File: src/rtl/core/rpat_pkg.sv
// Shared types, constants and gain tables for the relay autotuner.
package rpat_pkg;

  // Default sample and gain fraction widths
  localparam int SAMPLE_BITS_DEF    = 16;
  localparam int GAIN_FRAC_BITS_DEF = 16;

  // Serial multiply/divide datapath widths
  localparam int NUM_W = 72;     // widest product a*b
  localparam int MB_W  = 33;     // multiplier operand b
  localparam int DEN_W = 49;     // widest divisor
  localparam int REM_W = DEN_W + 1;
  localparam int CNT_W = 7;      // counts up to NUM_W iterations

  localparam int CFG_IDX_W  = 3;
  localparam int CFG_DATA_W = 32;

  // Configuration register indexes
  typedef enum logic [CFG_IDX_W-1:0] {
    REG_TARGET = 3'd0,
    REG_DRV_LO = 3'd1,
    REG_DRV_HI = 3'd2,
    REG_RULE   = 3'd3,
    REG_TOTAL  = 3'd4
  } cfg_reg_e;

  // Tuning rules; the unused code behaves as basic
  typedef enum logic [1:0] {
    RULE_BASIC = 2'd0,
    RULE_LESS  = 2'd1,
    RULE_NONE  = 2'd2
  } rule_e;

  localparam logic [7:0] CYCLE_TOTAL_RST = 8'd10;

  typedef struct packed {
    logic [15:0] drive_low;
    logic [15:0] drive_high;
    logic [1:0]  rule;
    logic [7:0]  total;
  } cfg_t;

  typedef struct packed {
    logic             mul;
    logic [NUM_W-1:0] a;
    logic [MB_W-1:0]  b;
    logic [DEN_W-1:0] c;
  } md_req_t;

  typedef enum logic [1:0] {
    MD_IDLE,
    MD_MUL,
    MD_DIV
  } md_state_t;

  typedef enum logic [3:0] {
    CS_IDLE,
    CS_EVAL,
    CS_PREP,
    CS_KP,
    CS_KI,
    CS_KD,
    CS_AVGP,
    CS_AVGI,
    CS_AVGD,
    CS_DONE
  } core_state_t;

  // kc numerator
  function automatic logic [5:0] kc_num(input logic [1:0] rule);
    case (rule)
      RULE_LESS: kc_num = 6'd33;
      RULE_NONE: kc_num = 6'd1;
      default:   kc_num = 6'd3;
    endcase
  endfunction

  // kc denominator times pi in Q16
  function automatic logic [24:0] kc_pi(input logic [1:0] rule);
    case (rule)
      RULE_LESS: kc_pi = 25'd20588700;
      default:   kc_pi = 25'd1029435;
    endcase
  endfunction

  function automatic logic [5:0] td_num(input logic [1:0] rule);
    case (rule)
      RULE_LESS, RULE_NONE: td_num = 6'd33;
      default:              td_num = 6'd1;
    endcase
  endfunction

  function automatic logic [6:0] td_den(input logic [1:0] rule);
    case (rule)
      RULE_LESS, RULE_NONE: td_den = 7'd100;
      default:              td_den = 7'd8;
    endcase
  endfunction

endpackage

File: src/rtl/core/rpat_if.sv
// Valid/ready channel interfaces for samples, results and register writes.
interface rpat_in_if #(parameter int SAMPLE_BITS = 16);
  logic                   valid;
  logic                   ready;
  logic                   command;
  logic [SAMPLE_BITS-1:0] measurement;
  logic [31:0]            time_ms;
  modport source (output valid, command, measurement, time_ms, input ready);
  modport sink   (input valid, command, measurement, time_ms, output ready);
endinterface

interface rpat_out_if;
  logic        valid;
  logic        ready;
  logic [15:0] drive;
  logic        finished;
  logic [31:0] gain_p;
  logic [31:0] gain_i;
  logic [31:0] gain_d;
  modport source (output valid, drive, finished, gain_p, gain_i, gain_d, input ready);
  modport sink   (input valid, drive, finished, gain_p, gain_i, gain_d, output ready);
endinterface

interface rpat_cfg_if;
  logic        valid;
  logic        ready;
  logic [2:0]  index;
  logic [31:0] data;
  modport source (output valid, index, data, input ready);
  modport sink   (input valid, index, data, output ready);
endinterface

File: src/rtl/core/rpat_cfg.sv
// Configuration register bank of the relay autotuner.
module rpat_cfg
  import rpat_pkg::*;
#(
  parameter int SAMPLE_BITS = SAMPLE_BITS_DEF
) (
  input  logic                          clk,
  input  logic                          rst_n,
  rpat_cfg_if.sink                      cfg_s,
  output logic signed [SAMPLE_BITS-1:0] target,
  output cfg_t                          cfg
);

  logic signed [SAMPLE_BITS-1:0] target_r;
  cfg_t                          cfg_r;

  assign cfg_s.ready = 1'b1;
  assign target      = target_r;
  assign cfg         = cfg_r;

  // Decode the index and capture the write word
  always_ff @(posedge clk) begin
    if (!rst_n) begin
      target_r         <= '0;
      cfg_r.drive_low  <= '0;
      cfg_r.drive_high <= '0;
      cfg_r.rule       <= RULE_BASIC;
      cfg_r.total      <= CYCLE_TOTAL_RST;
    end else if (cfg_s.valid) begin
      case (cfg_reg_e'(cfg_s.index))
        REG_TARGET: target_r         <= cfg_s.data[SAMPLE_BITS-1:0];
        REG_DRV_LO: cfg_r.drive_low  <= cfg_s.data[15:0];
        REG_DRV_HI: cfg_r.drive_high <= cfg_s.data[15:0];
        REG_RULE:   cfg_r.rule       <= cfg_s.data[1:0];
        REG_TOTAL:  cfg_r.total      <= cfg_s.data[7:0];
        default: ;
      endcase
    end
  end

endmodule

File: src/rtl/core/rpat_muldiv.sv
// Bit-serial saturating multiply-divide: floor(a*b/c) (floor(a/c) if !mul) clipped to 32 bits.
module rpat_muldiv
  import rpat_pkg::*;
(
  input  logic        clk,
  input  logic        rst_n,
  input  logic        start,
  input  md_req_t     req,
  output logic        done,
  output logic [31:0] q
);

  localparam logic [CNT_W-1:0] MUL_LAST = CNT_W'(MB_W - 1);
  localparam logic [CNT_W-1:0] DIV_LAST = CNT_W'(NUM_W - 1);
  localparam logic [CNT_W-1:0] OVR_LIM  = CNT_W'(NUM_W - 32);

  md_state_t        state_r, state_nxt;
  logic [CNT_W-1:0] cnt_r;
  logic [NUM_W-1:0] a_r, acc_r;
  logic [MB_W-1:0]  b_r;
  logic [DEN_W-1:0] c_r;
  logic [REM_W-1:0] rem_r, sh;
  logic [31:0]      q_r, res_r;
  logic             over_r, done_r, ge, ovr_bit, last;

  // Next state
  always_comb begin
    state_nxt = state_r;
    case (state_r)
      MD_IDLE: if (start) state_nxt = req.mul ? MD_MUL : MD_DIV;
      MD_MUL:  if (cnt_r == MUL_LAST) state_nxt = MD_DIV;
      MD_DIV:  if (cnt_r == DIV_LAST) state_nxt = MD_IDLE;
      default: state_nxt = MD_IDLE;
    endcase
  end

  // One restoring division step
  always_comb begin
    sh      = {rem_r[REM_W-2:0], acc_r[NUM_W-1]};
    ge      = (sh >= {1'b0, c_r});
    ovr_bit = ge && (cnt_r < OVR_LIM);
    last    = (state_r == MD_DIV) && (cnt_r == DIV_LAST);
  end

  always_ff @(posedge clk) begin
    if (!rst_n) begin
      state_r <= MD_IDLE;
      done_r  <= 1'b0;
    end else begin
      state_r <= state_nxt;
      done_r  <= last;
    end
  end

  // Optional shift-add multiply, then shift-subtract divide, one bit a cycle
  always_ff @(posedge clk) begin
    case (state_r)
      MD_IDLE: begin
        if (start) begin
          a_r    <= req.a;
          b_r    <= req.b;
          c_r    <= req.c;
          acc_r  <= req.mul ? '0 : req.a;
          rem_r  <= '0;
          q_r    <= '0;
          over_r <= 1'b0;
          cnt_r  <= '0;
        end
      end
      MD_MUL: begin
        acc_r <= {acc_r[NUM_W-2:0], 1'b0} + (b_r[MB_W-1] ? a_r : '0);
        b_r   <= {b_r[MB_W-2:0], 1'b0};
        cnt_r <= (cnt_r == MUL_LAST) ? '0 : cnt_r + 1'b1;
      end
      MD_DIV: begin
        rem_r  <= ge ? sh - {1'b0, c_r} : sh;
        acc_r  <= {acc_r[NUM_W-2:0], 1'b0};
        q_r    <= {q_r[30:0], ge};
        over_r <= over_r | ovr_bit;
        cnt_r  <= cnt_r + 1'b1;
        if (last) res_r <= (over_r || ovr_bit) ? '1 : {q_r[30:0], ge};
      end
      default: ;
    endcase
  end

  assign done = done_r;
  assign q    = res_r;

  a_start_idle: assert property (@(posedge clk) disable iff (!rst_n)
    start |-> state_r == MD_IDLE) else $error("muldiv started while busy");
  a_done_after_div: assert property (@(posedge clk) disable iff (!rst_n)
    done |-> $past(state_r) == MD_DIV) else $error("done without divide");

endmodule

File: src/rtl/core/relay_pid_autotuner_core.sv
// Relay autotuner top level: sample tracking, gain sequencing and output word.
// A start word or a sample without a rising switch goes from evaluation to the output
// word. A rising switch adds the kp, ki and kd computations, and finishing adds the
// three averages; all run on the one-bit-per-cycle multiply-divide unit. One sample
// word is in flight at a time.
// Reset (synchronous, rst_n low) clears all tracking state; no clearing pass.
module relay_pid_autotuner_core
  import rpat_pkg::*;
#(
  parameter int SAMPLE_BITS    = SAMPLE_BITS_DEF,
  parameter int GAIN_FRAC_BITS = GAIN_FRAC_BITS_DEF
) (
  input  logic        clk,
  input  logic        rst_n,
  rpat_in_if.sink     in_s,
  rpat_out_if.source  out_m,
  rpat_cfg_if.sink    cfg_s
);

  localparam int S = SAMPLE_BITS;

  logic signed [S-1:0] target;
  cfg_t                cfg;

  core_state_t state_r, state_nxt;
  logic        launched_r;
  logic        cmd_r;
  logic signed [S-1:0] meas_r, peak_r, trough_r;
  logic [31:0] now_r, last_tick_r, fall_time_r, rise_time_r, high_span_r, low_span_r;
  logic        relay_on_r;
  logic [15:0] drive_now_r;
  logic [7:0]  cycle_count_r;
  logic [39:0] sum_p_r, sum_i_r, sum_d_r;
  logic [31:0] gain_p_r, gain_i_r, gain_d_r, kp_r, ki_r, dt_r;
  logic [32:0] tu_r;
  logic signed [S:0] amp_r;
  logic [21:0] numk_r;
  logic [DEN_W-1:0] den_r;
  logic [37:0] kdnum_r;
  logic [38:0] kdden_r;
  logic        num_bad_r, amp_bad_r, acc_en_r;
  logic        out_valid_r, out_fin_r;
  logic [15:0] out_drive_r;
  logic [31:0] out_p_r, out_i_r, out_d_r;

  logic        md_start, md_done, kp_skip, fin0, out_free;
  logic [31:0] md_q;
  md_req_t     md_req;
  logic [7:0]  avg_div;

  // Evaluation of one sample
  logic signed [S-1:0] pk1, tr1, pk2;
  logic        ev_fall, ev_on1, ev_rise;
  logic [31:0] ev_hs, ev_ft, ev_ls;
  logic signed [16:0] num17;

  rpat_cfg #(.SAMPLE_BITS(S)) u_cfg (
    .clk    (clk),
    .rst_n  (rst_n),
    .cfg_s  (cfg_s),
    .target (target),
    .cfg    (cfg)
  );

  rpat_muldiv u_md (
    .clk   (clk),
    .rst_n (rst_n),
    .start (md_start),
    .req   (md_req),
    .done  (md_done),
    .q     (md_q)
  );

  assign fin0     = (cycle_count_r >= cfg.total);
  assign kp_skip  = num_bad_r || amp_bad_r;
  assign out_free = !out_valid_r || out_m.ready;
  assign avg_div  = (cfg.total > 8'd2) ? cfg.total - 8'd2 : 8'd0;
  assign num17    = $signed({1'b0, cfg.drive_high}) - $signed({1'b0, cfg.drive_low});

  // Track peak, trough and relay switching for the held sample
  always_comb begin
    pk1     = (meas_r > peak_r) ? meas_r : peak_r;
    tr1     = (meas_r < trough_r) ? meas_r : trough_r;
    ev_fall = relay_on_r && (meas_r > target);
    ev_on1  = relay_on_r && !ev_fall;
    pk2     = ev_fall ? target : pk1;
    ev_hs   = ev_fall ? now_r - rise_time_r : high_span_r;
    ev_ft   = ev_fall ? now_r : fall_time_r;
    ev_rise = !ev_on1 && (meas_r < target);
    ev_ls   = ev_rise ? now_r - ev_ft : low_span_r;
  end

  // Next state
  always_comb begin
    state_nxt = state_r;
    case (state_r)
      CS_IDLE: if (in_s.valid) state_nxt = CS_EVAL;
      CS_EVAL: begin
        if (cmd_r)        state_nxt = CS_DONE;
        else if (fin0)    state_nxt = CS_AVGP;
        else if (ev_rise) state_nxt = CS_PREP;
        else              state_nxt = CS_DONE;
      end
      CS_PREP: state_nxt = CS_KP;
      CS_KP:   if (kp_skip || md_done) state_nxt = CS_KI;
      CS_KI:   if (md_done) state_nxt = CS_KD;
      CS_KD:   if (md_done) state_nxt = fin0 ? CS_AVGP : CS_DONE;
      CS_AVGP: if (md_done) state_nxt = CS_AVGI;
      CS_AVGI: if (md_done) state_nxt = CS_AVGD;
      CS_AVGD: if (md_done) state_nxt = CS_DONE;
      CS_DONE: if (out_free) state_nxt = CS_IDLE;
      default: state_nxt = CS_IDLE;
    endcase
  end

  // Launch and operand selection for the multiply-divide unit
  always_comb begin
    md_start = 1'b0;
    md_req   = '0;
    case (state_r)
      CS_KP: begin
        md_start = !launched_r && !kp_skip;
        md_req.a = NUM_W'(numk_r) << (GAIN_FRAC_BITS + 16);
        md_req.c = den_r;
      end
      CS_KI: begin
        md_start = !launched_r;
        md_req.mul = 1'b1;
        md_req.a   = NUM_W'({kp_r, 1'b0});
        md_req.b   = MB_W'(dt_r);
        md_req.c   = DEN_W'(tu_r);
      end
      CS_KD: begin
        md_start = !launched_r;
        md_req.mul = 1'b1;
        md_req.a   = NUM_W'(kdnum_r);
        md_req.b   = tu_r;
        md_req.c   = DEN_W'(kdden_r);
      end
      CS_AVGP: begin
        md_start = !launched_r;
        md_req.a = NUM_W'(sum_p_r);
        md_req.c = DEN_W'(avg_div);
      end
      CS_AVGI: begin
        md_start = !launched_r;
        md_req.a = NUM_W'(sum_i_r);
        md_req.c = DEN_W'(avg_div);
      end
      CS_AVGD: begin
        md_start = !launched_r;
        md_req.a = NUM_W'(sum_d_r);
        md_req.c = DEN_W'(avg_div);
      end
      default: ;
    endcase
  end

  assign in_s.ready = (state_r == CS_IDLE);

  // Control registers
  always_ff @(posedge clk) begin
    if (!rst_n) begin
      state_r     <= CS_IDLE;
      launched_r  <= 1'b0;
      out_valid_r <= 1'b0;
    end else begin
      state_r <= state_nxt;
      if (md_done)       launched_r <= 1'b0;
      else if (md_start) launched_r <= 1'b1;
      if (state_r == CS_DONE && out_free) out_valid_r <= 1'b1;
      else if (out_m.ready)               out_valid_r <= 1'b0;
    end
  end

  // Tracking state
  always_ff @(posedge clk) begin
    if (!rst_n) begin
      relay_on_r    <= 1'b0;
      drive_now_r   <= '0;
      cycle_count_r <= '0;
      last_tick_r   <= '0;
      fall_time_r   <= '0;
      rise_time_r   <= '0;
      high_span_r   <= '0;
      low_span_r    <= '0;
      peak_r        <= {1'b1, {(S-1){1'b0}}};
      trough_r      <= {1'b0, {(S-1){1'b1}}};
      sum_p_r       <= '0;
      sum_i_r       <= '0;
      sum_d_r       <= '0;
      gain_p_r      <= '0;
      gain_i_r      <= '0;
      gain_d_r      <= '0;
    end else begin
      case (state_r)
        CS_EVAL: begin
          if (cmd_r) begin
            cycle_count_r <= '0;
            relay_on_r    <= 1'b1;
            drive_now_r   <= cfg.drive_high;
            fall_time_r   <= now_r;
            rise_time_r   <= now_r;
            last_tick_r   <= now_r;
            high_span_r   <= '0;
            low_span_r    <= '0;
            peak_r        <= {1'b1, {(S-1){1'b0}}};
            trough_r      <= {1'b0, {(S-1){1'b1}}};
            sum_p_r       <= '0;
            sum_i_r       <= '0;
            sum_d_r       <= '0;
          end else if (fin0) begin
            relay_on_r  <= 1'b0;
            drive_now_r <= cfg.drive_low;
          end else begin
            last_tick_r <= now_r;
            peak_r      <= pk2;
            fall_time_r <= ev_ft;
            high_span_r <= ev_hs;
            low_span_r  <= ev_ls;
            if (ev_rise) begin
              relay_on_r    <= 1'b1;
              drive_now_r   <= cfg.drive_high;
              rise_time_r   <= now_r;
              trough_r      <= target;
              cycle_count_r <= cycle_count_r + 8'd1;
            end else begin
              relay_on_r <= ev_on1;
              trough_r   <= tr1;
              if (ev_fall) drive_now_r <= cfg.drive_low;
            end
          end
        end
        CS_KD: begin
          if (md_done) begin
            gain_p_r <= kp_r;
            gain_i_r <= ki_r;
            gain_d_r <= md_q;
            if (acc_en_r) begin
              sum_p_r <= sum_p_r + 40'(kp_r);
              sum_i_r <= sum_i_r + 40'(ki_r);
              sum_d_r <= sum_d_r + 40'(md_q);
            end
            if (fin0) begin
              relay_on_r  <= 1'b0;
              drive_now_r <= cfg.drive_low;
            end
          end
        end
        CS_AVGP: if (md_done) gain_p_r <= md_q;
        CS_AVGI: if (md_done) gain_i_r <= md_q;
        CS_AVGD: if (md_done) gain_d_r <= md_q;
        default: ;
      endcase
    end
  end

  // Sample capture and gain operands
  always_ff @(posedge clk) begin
    if (in_s.valid && in_s.ready) begin
      cmd_r  <= in_s.command;
      meas_r <= in_s.measurement;
      now_r  <= in_s.time_ms;
    end
    if (state_r == CS_EVAL) begin
      dt_r     <= now_r - last_tick_r;
      tu_r     <= 33'(ev_hs) + 33'(ev_ls);
      amp_r    <= {pk2[S-1], pk2} - {tr1[S-1], tr1};
      acc_en_r <= (cycle_count_r > 8'd1);
    end
    if (state_r == CS_PREP) begin
      num_bad_r <= num17[16] || (num17 == 17'sd0);
      amp_bad_r <= (amp_r <= 0);
      numk_r    <= 22'(kc_num(cfg.rule)) * 22'(num17[15:0]);
      den_r     <= DEN_W'(kc_pi(cfg.rule)) * DEN_W'(amp_r[S-1:0]);
    end
    if (state_r == CS_KP) begin
      if (num_bad_r)      kp_r <= '0;
      else if (amp_bad_r) kp_r <= '1;
      else if (md_done)   kp_r <= md_q;
    end
    if (state_r == CS_KI) begin
      kdnum_r <= 38'(td_num(cfg.rule)) * 38'(kp_r);
      kdden_r <= 39'(td_den(cfg.rule)) * 39'(dt_r);
      if (md_done) ki_r <= md_q;
    end
  end

  // Output word
  always_ff @(posedge clk) begin
    if (state_r == CS_DONE && out_free) begin
      out_drive_r <= drive_now_r;
      out_fin_r   <= fin0;
      out_p_r     <= gain_p_r;
      out_i_r     <= gain_i_r;
      out_d_r     <= gain_d_r;
    end
  end

  assign out_m.valid    = out_valid_r;
  assign out_m.drive    = out_drive_r;
  assign out_m.finished = out_fin_r;
  assign out_m.gain_p   = out_p_r;
  assign out_m.gain_i   = out_i_r;
  assign out_m.gain_d   = out_d_r;

  a_accept_eval: assert property (@(posedge clk) disable iff (!rst_n)
    in_s.valid && in_s.ready |=> state_r == CS_EVAL) else $error("accept not evaluated");
  a_done_in_wait: assert property (@(posedge clk) disable iff (!rst_n)
    md_done |-> state_r == CS_KP || state_r == CS_KI || state_r == CS_KD ||
                state_r == CS_AVGP || state_r == CS_AVGI || state_r == CS_AVGD)
    else $error("muldiv result with no waiter");
  a_out_from_done: assert property (@(posedge clk) disable iff (!rst_n)
    $rose(out_valid_r) |-> $past(state_r) == CS_DONE) else $error("stray output word");

endmodule
File: src/flat_wrapper.sv
// flat-port wrapper written by rule: the top's interface ports become plain ports
module relay_pid_autotuner_core_flat import rpat_pkg::*;
#(
  parameter int SAMPLE_BITS    = SAMPLE_BITS_DEF,
  parameter int GAIN_FRAC_BITS = GAIN_FRAC_BITS_DEF
)
  (clk, rst_n, in_s_valid, in_s_command, in_s_measurement, in_s_time_ms, in_s_ready, out_m_valid, out_m_drive, out_m_finished, out_m_gain_p, out_m_gain_i, out_m_gain_d, out_m_ready, cfg_s_valid, cfg_s_index, cfg_s_data, cfg_s_ready);
  rpat_in_if #(.SAMPLE_BITS(SAMPLE_BITS)) in_s_i ();
  rpat_out_if out_m_i ();
  rpat_cfg_if cfg_s_i ();
  input  logic clk;
  input  logic rst_n;
  input wire logic [$bits(in_s_i.valid)-1:0] in_s_valid;
  input wire logic [$bits(in_s_i.command)-1:0] in_s_command;
  input wire logic [$bits(in_s_i.measurement)-1:0] in_s_measurement;
  input wire logic [$bits(in_s_i.time_ms)-1:0] in_s_time_ms;
  output wire logic [$bits(in_s_i.ready)-1:0] in_s_ready;
  output wire logic [$bits(out_m_i.valid)-1:0] out_m_valid;
  output wire logic [$bits(out_m_i.drive)-1:0] out_m_drive;
  output wire logic [$bits(out_m_i.finished)-1:0] out_m_finished;
  output wire logic [$bits(out_m_i.gain_p)-1:0] out_m_gain_p;
  output wire logic [$bits(out_m_i.gain_i)-1:0] out_m_gain_i;
  output wire logic [$bits(out_m_i.gain_d)-1:0] out_m_gain_d;
  input wire logic [$bits(out_m_i.ready)-1:0] out_m_ready;
  input wire logic [$bits(cfg_s_i.valid)-1:0] cfg_s_valid;
  input wire logic [$bits(cfg_s_i.index)-1:0] cfg_s_index;
  input wire logic [$bits(cfg_s_i.data)-1:0] cfg_s_data;
  output wire logic [$bits(cfg_s_i.ready)-1:0] cfg_s_ready;
  assign in_s_i.valid = in_s_valid;
  assign in_s_i.command = in_s_command;
  assign in_s_i.measurement = in_s_measurement;
  assign in_s_i.time_ms = in_s_time_ms;
  assign in_s_ready = in_s_i.ready;
  assign out_m_valid = out_m_i.valid;
  assign out_m_drive = out_m_i.drive;
  assign out_m_finished = out_m_i.finished;
  assign out_m_gain_p = out_m_i.gain_p;
  assign out_m_gain_i = out_m_i.gain_i;
  assign out_m_gain_d = out_m_i.gain_d;
  assign out_m_i.ready = out_m_ready;
  assign cfg_s_i.valid = cfg_s_valid;
  assign cfg_s_i.index = cfg_s_index;
  assign cfg_s_i.data = cfg_s_data;
  assign cfg_s_ready = cfg_s_i.ready;
  relay_pid_autotuner_core #(.SAMPLE_BITS(SAMPLE_BITS), .GAIN_FRAC_BITS(GAIN_FRAC_BITS)) u_core (.clk(clk), .rst_n(rst_n), .in_s(in_s_i), .out_m(out_m_i), .cfg_s(cfg_s_i));
endmodule
File: config.mk
export PLATFORM = sky130hd
export DESIGN_NAME = relay_pid_autotuner_core_flat
export DESIGN_NICKNAME = d
export VERILOG_FILES = /design/src/rtl/core/rpat_pkg.sv /design/src/rtl/core/rpat_if.sv /design/src/rtl/core/rpat_cfg.sv /design/src/rtl/core/rpat_muldiv.sv /design/src/rtl/core/relay_pid_autotuner_core.sv /design/src/flat_wrapper.sv
export SDC_FILE = /design/constraint.sdc
export NUM_CORES = 2
export LEC_CHECK = 0
export BUFFER_PORTS_ARGS = -buffer_cell sky130_fd_sc_hd__clkbuf_2
export CAP_MARGIN = 20
export CORE_UTILIZATION = 25
export DETAILED_ROUTE_END_ITERATION = 8
export PLACE_DENSITY_LB_ADDON = 0.3
export SLEW_MARGIN = 0
export SYNTH_ARGS = -nofsm -noshare
export SYNTH_HDL_FRONTEND = slang
export SYNTH_SLANG_ARGS = --single-unit
File: constraint.sdc
create_clock -name clk -period 11.2 [get_ports clk]
set_clock_uncertainty 0.05 [all_clocks]
set_input_delay 1.12 -clock clk [delete_from_list [all_inputs] [get_ports clk]]
set_output_delay 1.12 -clock clk [all_outputs]
set_load 0.005 [all_outputs]
==> impl_metrics.tcl <==
set metrics [dict create \
    grt_pass1_wl_um 386000 \
    overflow 0 \
    drt_first_pass_iters 8 \
    yosysTopAreaCellShare_pct 26.9 \
    yosysSeqAreaShare_pct 38.6 \
    ant_nets 0 \
    rsz0062_at_grt "no" \
    grt_max_degree 88 \
    cp_data_arrival_time_ns 9.38 \
    synthCells 8724 \
    cts.path.max_buffers 4 \
    synth_edf_count 769 \
    core_area_um2 341000 \
    vias_per_cell 4.77 \
    crit_fanout 33 \
    yosys-top-cells-count "nand2_1, ha_1, inv_1" \
    synth_area_um2 85800 \
    slew-limit-headroom_pct 26.8 \
    io_buffers 187 \
    setup_violations 0 \
    die_y_um 588 \
    syn_to_final_growth_pct 13.5 \
    pre_cts_slack_ns 2.46 \
    initial_core_util_pct 25.2 \
    vias 64400 \
    status "completed" \
    cts_tree "yes" \
    track_usage_pct 14.2 \
    synthArstFlopShare_pct 0 \
    path_clk_slew_ns 0.06 \
    routed_wl_um 253000 \
    grt_pass1_vias 64100 \
    drive_above_1_share_pct 6.95 \
    cts.sinks 1269 \
    cts_setup_buffers 0 \
    antenna_found_initial 25 \
    min_path_type "reg -> reg" \
    clk_latency_ns 0.86 \
    drv_cap 0 \
    fill_cells 35500 \
    critPathKind "reg -> reg" \
    rows 214 \
    place_hpwl_um 190000 \
    finalSetupTns_ns 0 \
    avgSynthCellArea_um2 9.84 \
    yosys.area.top_type "edfxtp_1" \
    synth_flop_cell "edfxtp_1" \
    startpoint_type "flop" \
    die_x_um 588 \
    final_nets 10000 \
    worstMarginPinSlew_ns 1.09 \
    drtIter0Drc 4179 \
    drc 0 \
    finalHoldViolations 0 \
    r2r_start "u_core.meas_r[15]" \
    fin_crit_sh_pct 79.4 \
    crit_start "u_core.meas_r[15]" \
    cts_inserted_buffers 155 \
    yosys.cell_count.top_type "nand2_1" \
    fmax_mhz 112 \
    pin_count 205 \
    min_period_ns 8.90 \
    cpPeakStageDelay_ns 0.58 \
    synth-seq-cells 1269 \
    synth.area.top_cells "edfxtp_1, dfxtp_1, ha_1" \
    slew_viol_final 0 \
    cts-root-buf "clkbuf_16" \
    cts_hold_buf 0 \
    min_from "u_core.gain_i_r[20]" \
    yosysUniqueCellTypes 97 \
    critPathRequiredTime_ns 11.68 \
    gp_congestion 0.880 \
    die-area_um2 346000 \
    slowest_stage "nor4_2" \
    cp-end-kind "flop" \
    cts_resized 0 \
    yosysWarnings 0 \
    ctsHtreeMaxLevel 4 \
    wl_per_cell_um 18.7 \
    fin_ws_ns 2.30 \
]
[kinds of logic after synthesis]
logic type	after synthesis	synth area share, %
muxes	227	2.66
adders and majority gates	1107	18.8
DFF	1269	38.6
AOI/OAI and AO/OA	2214	17.5
other	2	0.00875
buffers and inverters	1133	4.97
xor gates and xnor gates	455	4.64
and+or+nand+nor	2317	12.8
[critical path, delay by kind of cell, from the launching register on]
kind | cells | cell delay [ns]
compound gates | 16 | 3.78
simple gates | 11 | 2.43
fa+ha+maj | 4 | 1.42
flops | 1 | 0.51
xor+xnor | 2 | 0.32
buf+inv | 1 | 0.07
[layer usage]
layer | GRT usage, % | share of wire [%] | vias to the layer above
li1 | - | - | 31100
met4 | 3.44 | 2.3 | 0
met3 | 1.76 | 4.3 | 337
met1 | 19.5 | 47 | 31600
met2 | 23.6 | 46 | 1352
met5 | 0 | 0 | -
[through the flow]
stage	hold slack [ns]	instance area, um^2	std cells	utilization (%)
4_1_cts	0.366	97300	13500	28.6
6_report	0.367	97400	13500	28.6
3_3_place_gp	0.364	92200	13200	27.0
5_1_grt	0.382	97400	13500	28.6
2_1_floorplan	0.358	86000	8773	-
3_5_place_dp	0.365	92200	13200	27.1
[registers in the layout, indices dropped and copies added (netlist names), 33 cells and up]
register and cells:
u_core.u_md.acc_r 72, u_core.sum_i_r 40, u_core.sum_p_r 40, u_core.u_cfg.cfg 42
u_core.tu_r 33, u_core.u_md.b_r 33, u_core.den_r 41, u_core.u_md.c_r 41
u_core.kdden_r 37, u_core.u_md.rem_r 49, u_core.sum_d_r 40, u_core.kdnum_r 38
u_core.u_md.a_r 54
[cell type report]
cell class / count / area [um^2] / area share [%]
Tap cell: 4536 / 5680 / 5.83
Clock buffer: 212 / 4480 / 4.60
Sequential cell: 1269 / 33100 / 34.0
Multi-Input combinational cell: 6371 / 48900 / 50.2
Inverter: 771 / 2900 / 2.97
Clock inverter: 62 / 627 / 0.644
Timing Repair Buffer: 277 / 1690 / 1.74
Antenna cell: 2 / 5.00 / 0.00514
[placed cells by master, fill, tap and decap left out, types with 91 or more instances in the layout]
cell       count
edfxtp_1     769
clkbuf_16    164
a22oi_1      177
nand2b_1      91
mux2i_1      217
inv_1        770
o21ai_0      448
nand2_1      919
xor2_1       166
dfxtp_1      499
nor2_1       414
a21oi_1      439
fa_1         307
a21boi_0     172
nand3_1      104
o211a_1       98
xnor2_1      289
a21o_1       239
ha_1         795
clkbuf_2     186
and2_1       164
nor2b_1      262
[final timing paths]
path	endpoint	cells past startpoint	slack, ns
worst min-delay path	u_core.out_m.gain_i[20]	0	0.37
worst max-delay path	u_core.tu_r[31]	34	2.30
worst min register to register	u_core.out_m.gain_i[20]	0	0.37
worst max register to register	u_core.tu_r[31]	34	2.30
Power is not shown: default switching activity piles up to over one toggle a cycle in this logic, so the estimate is an artifact.
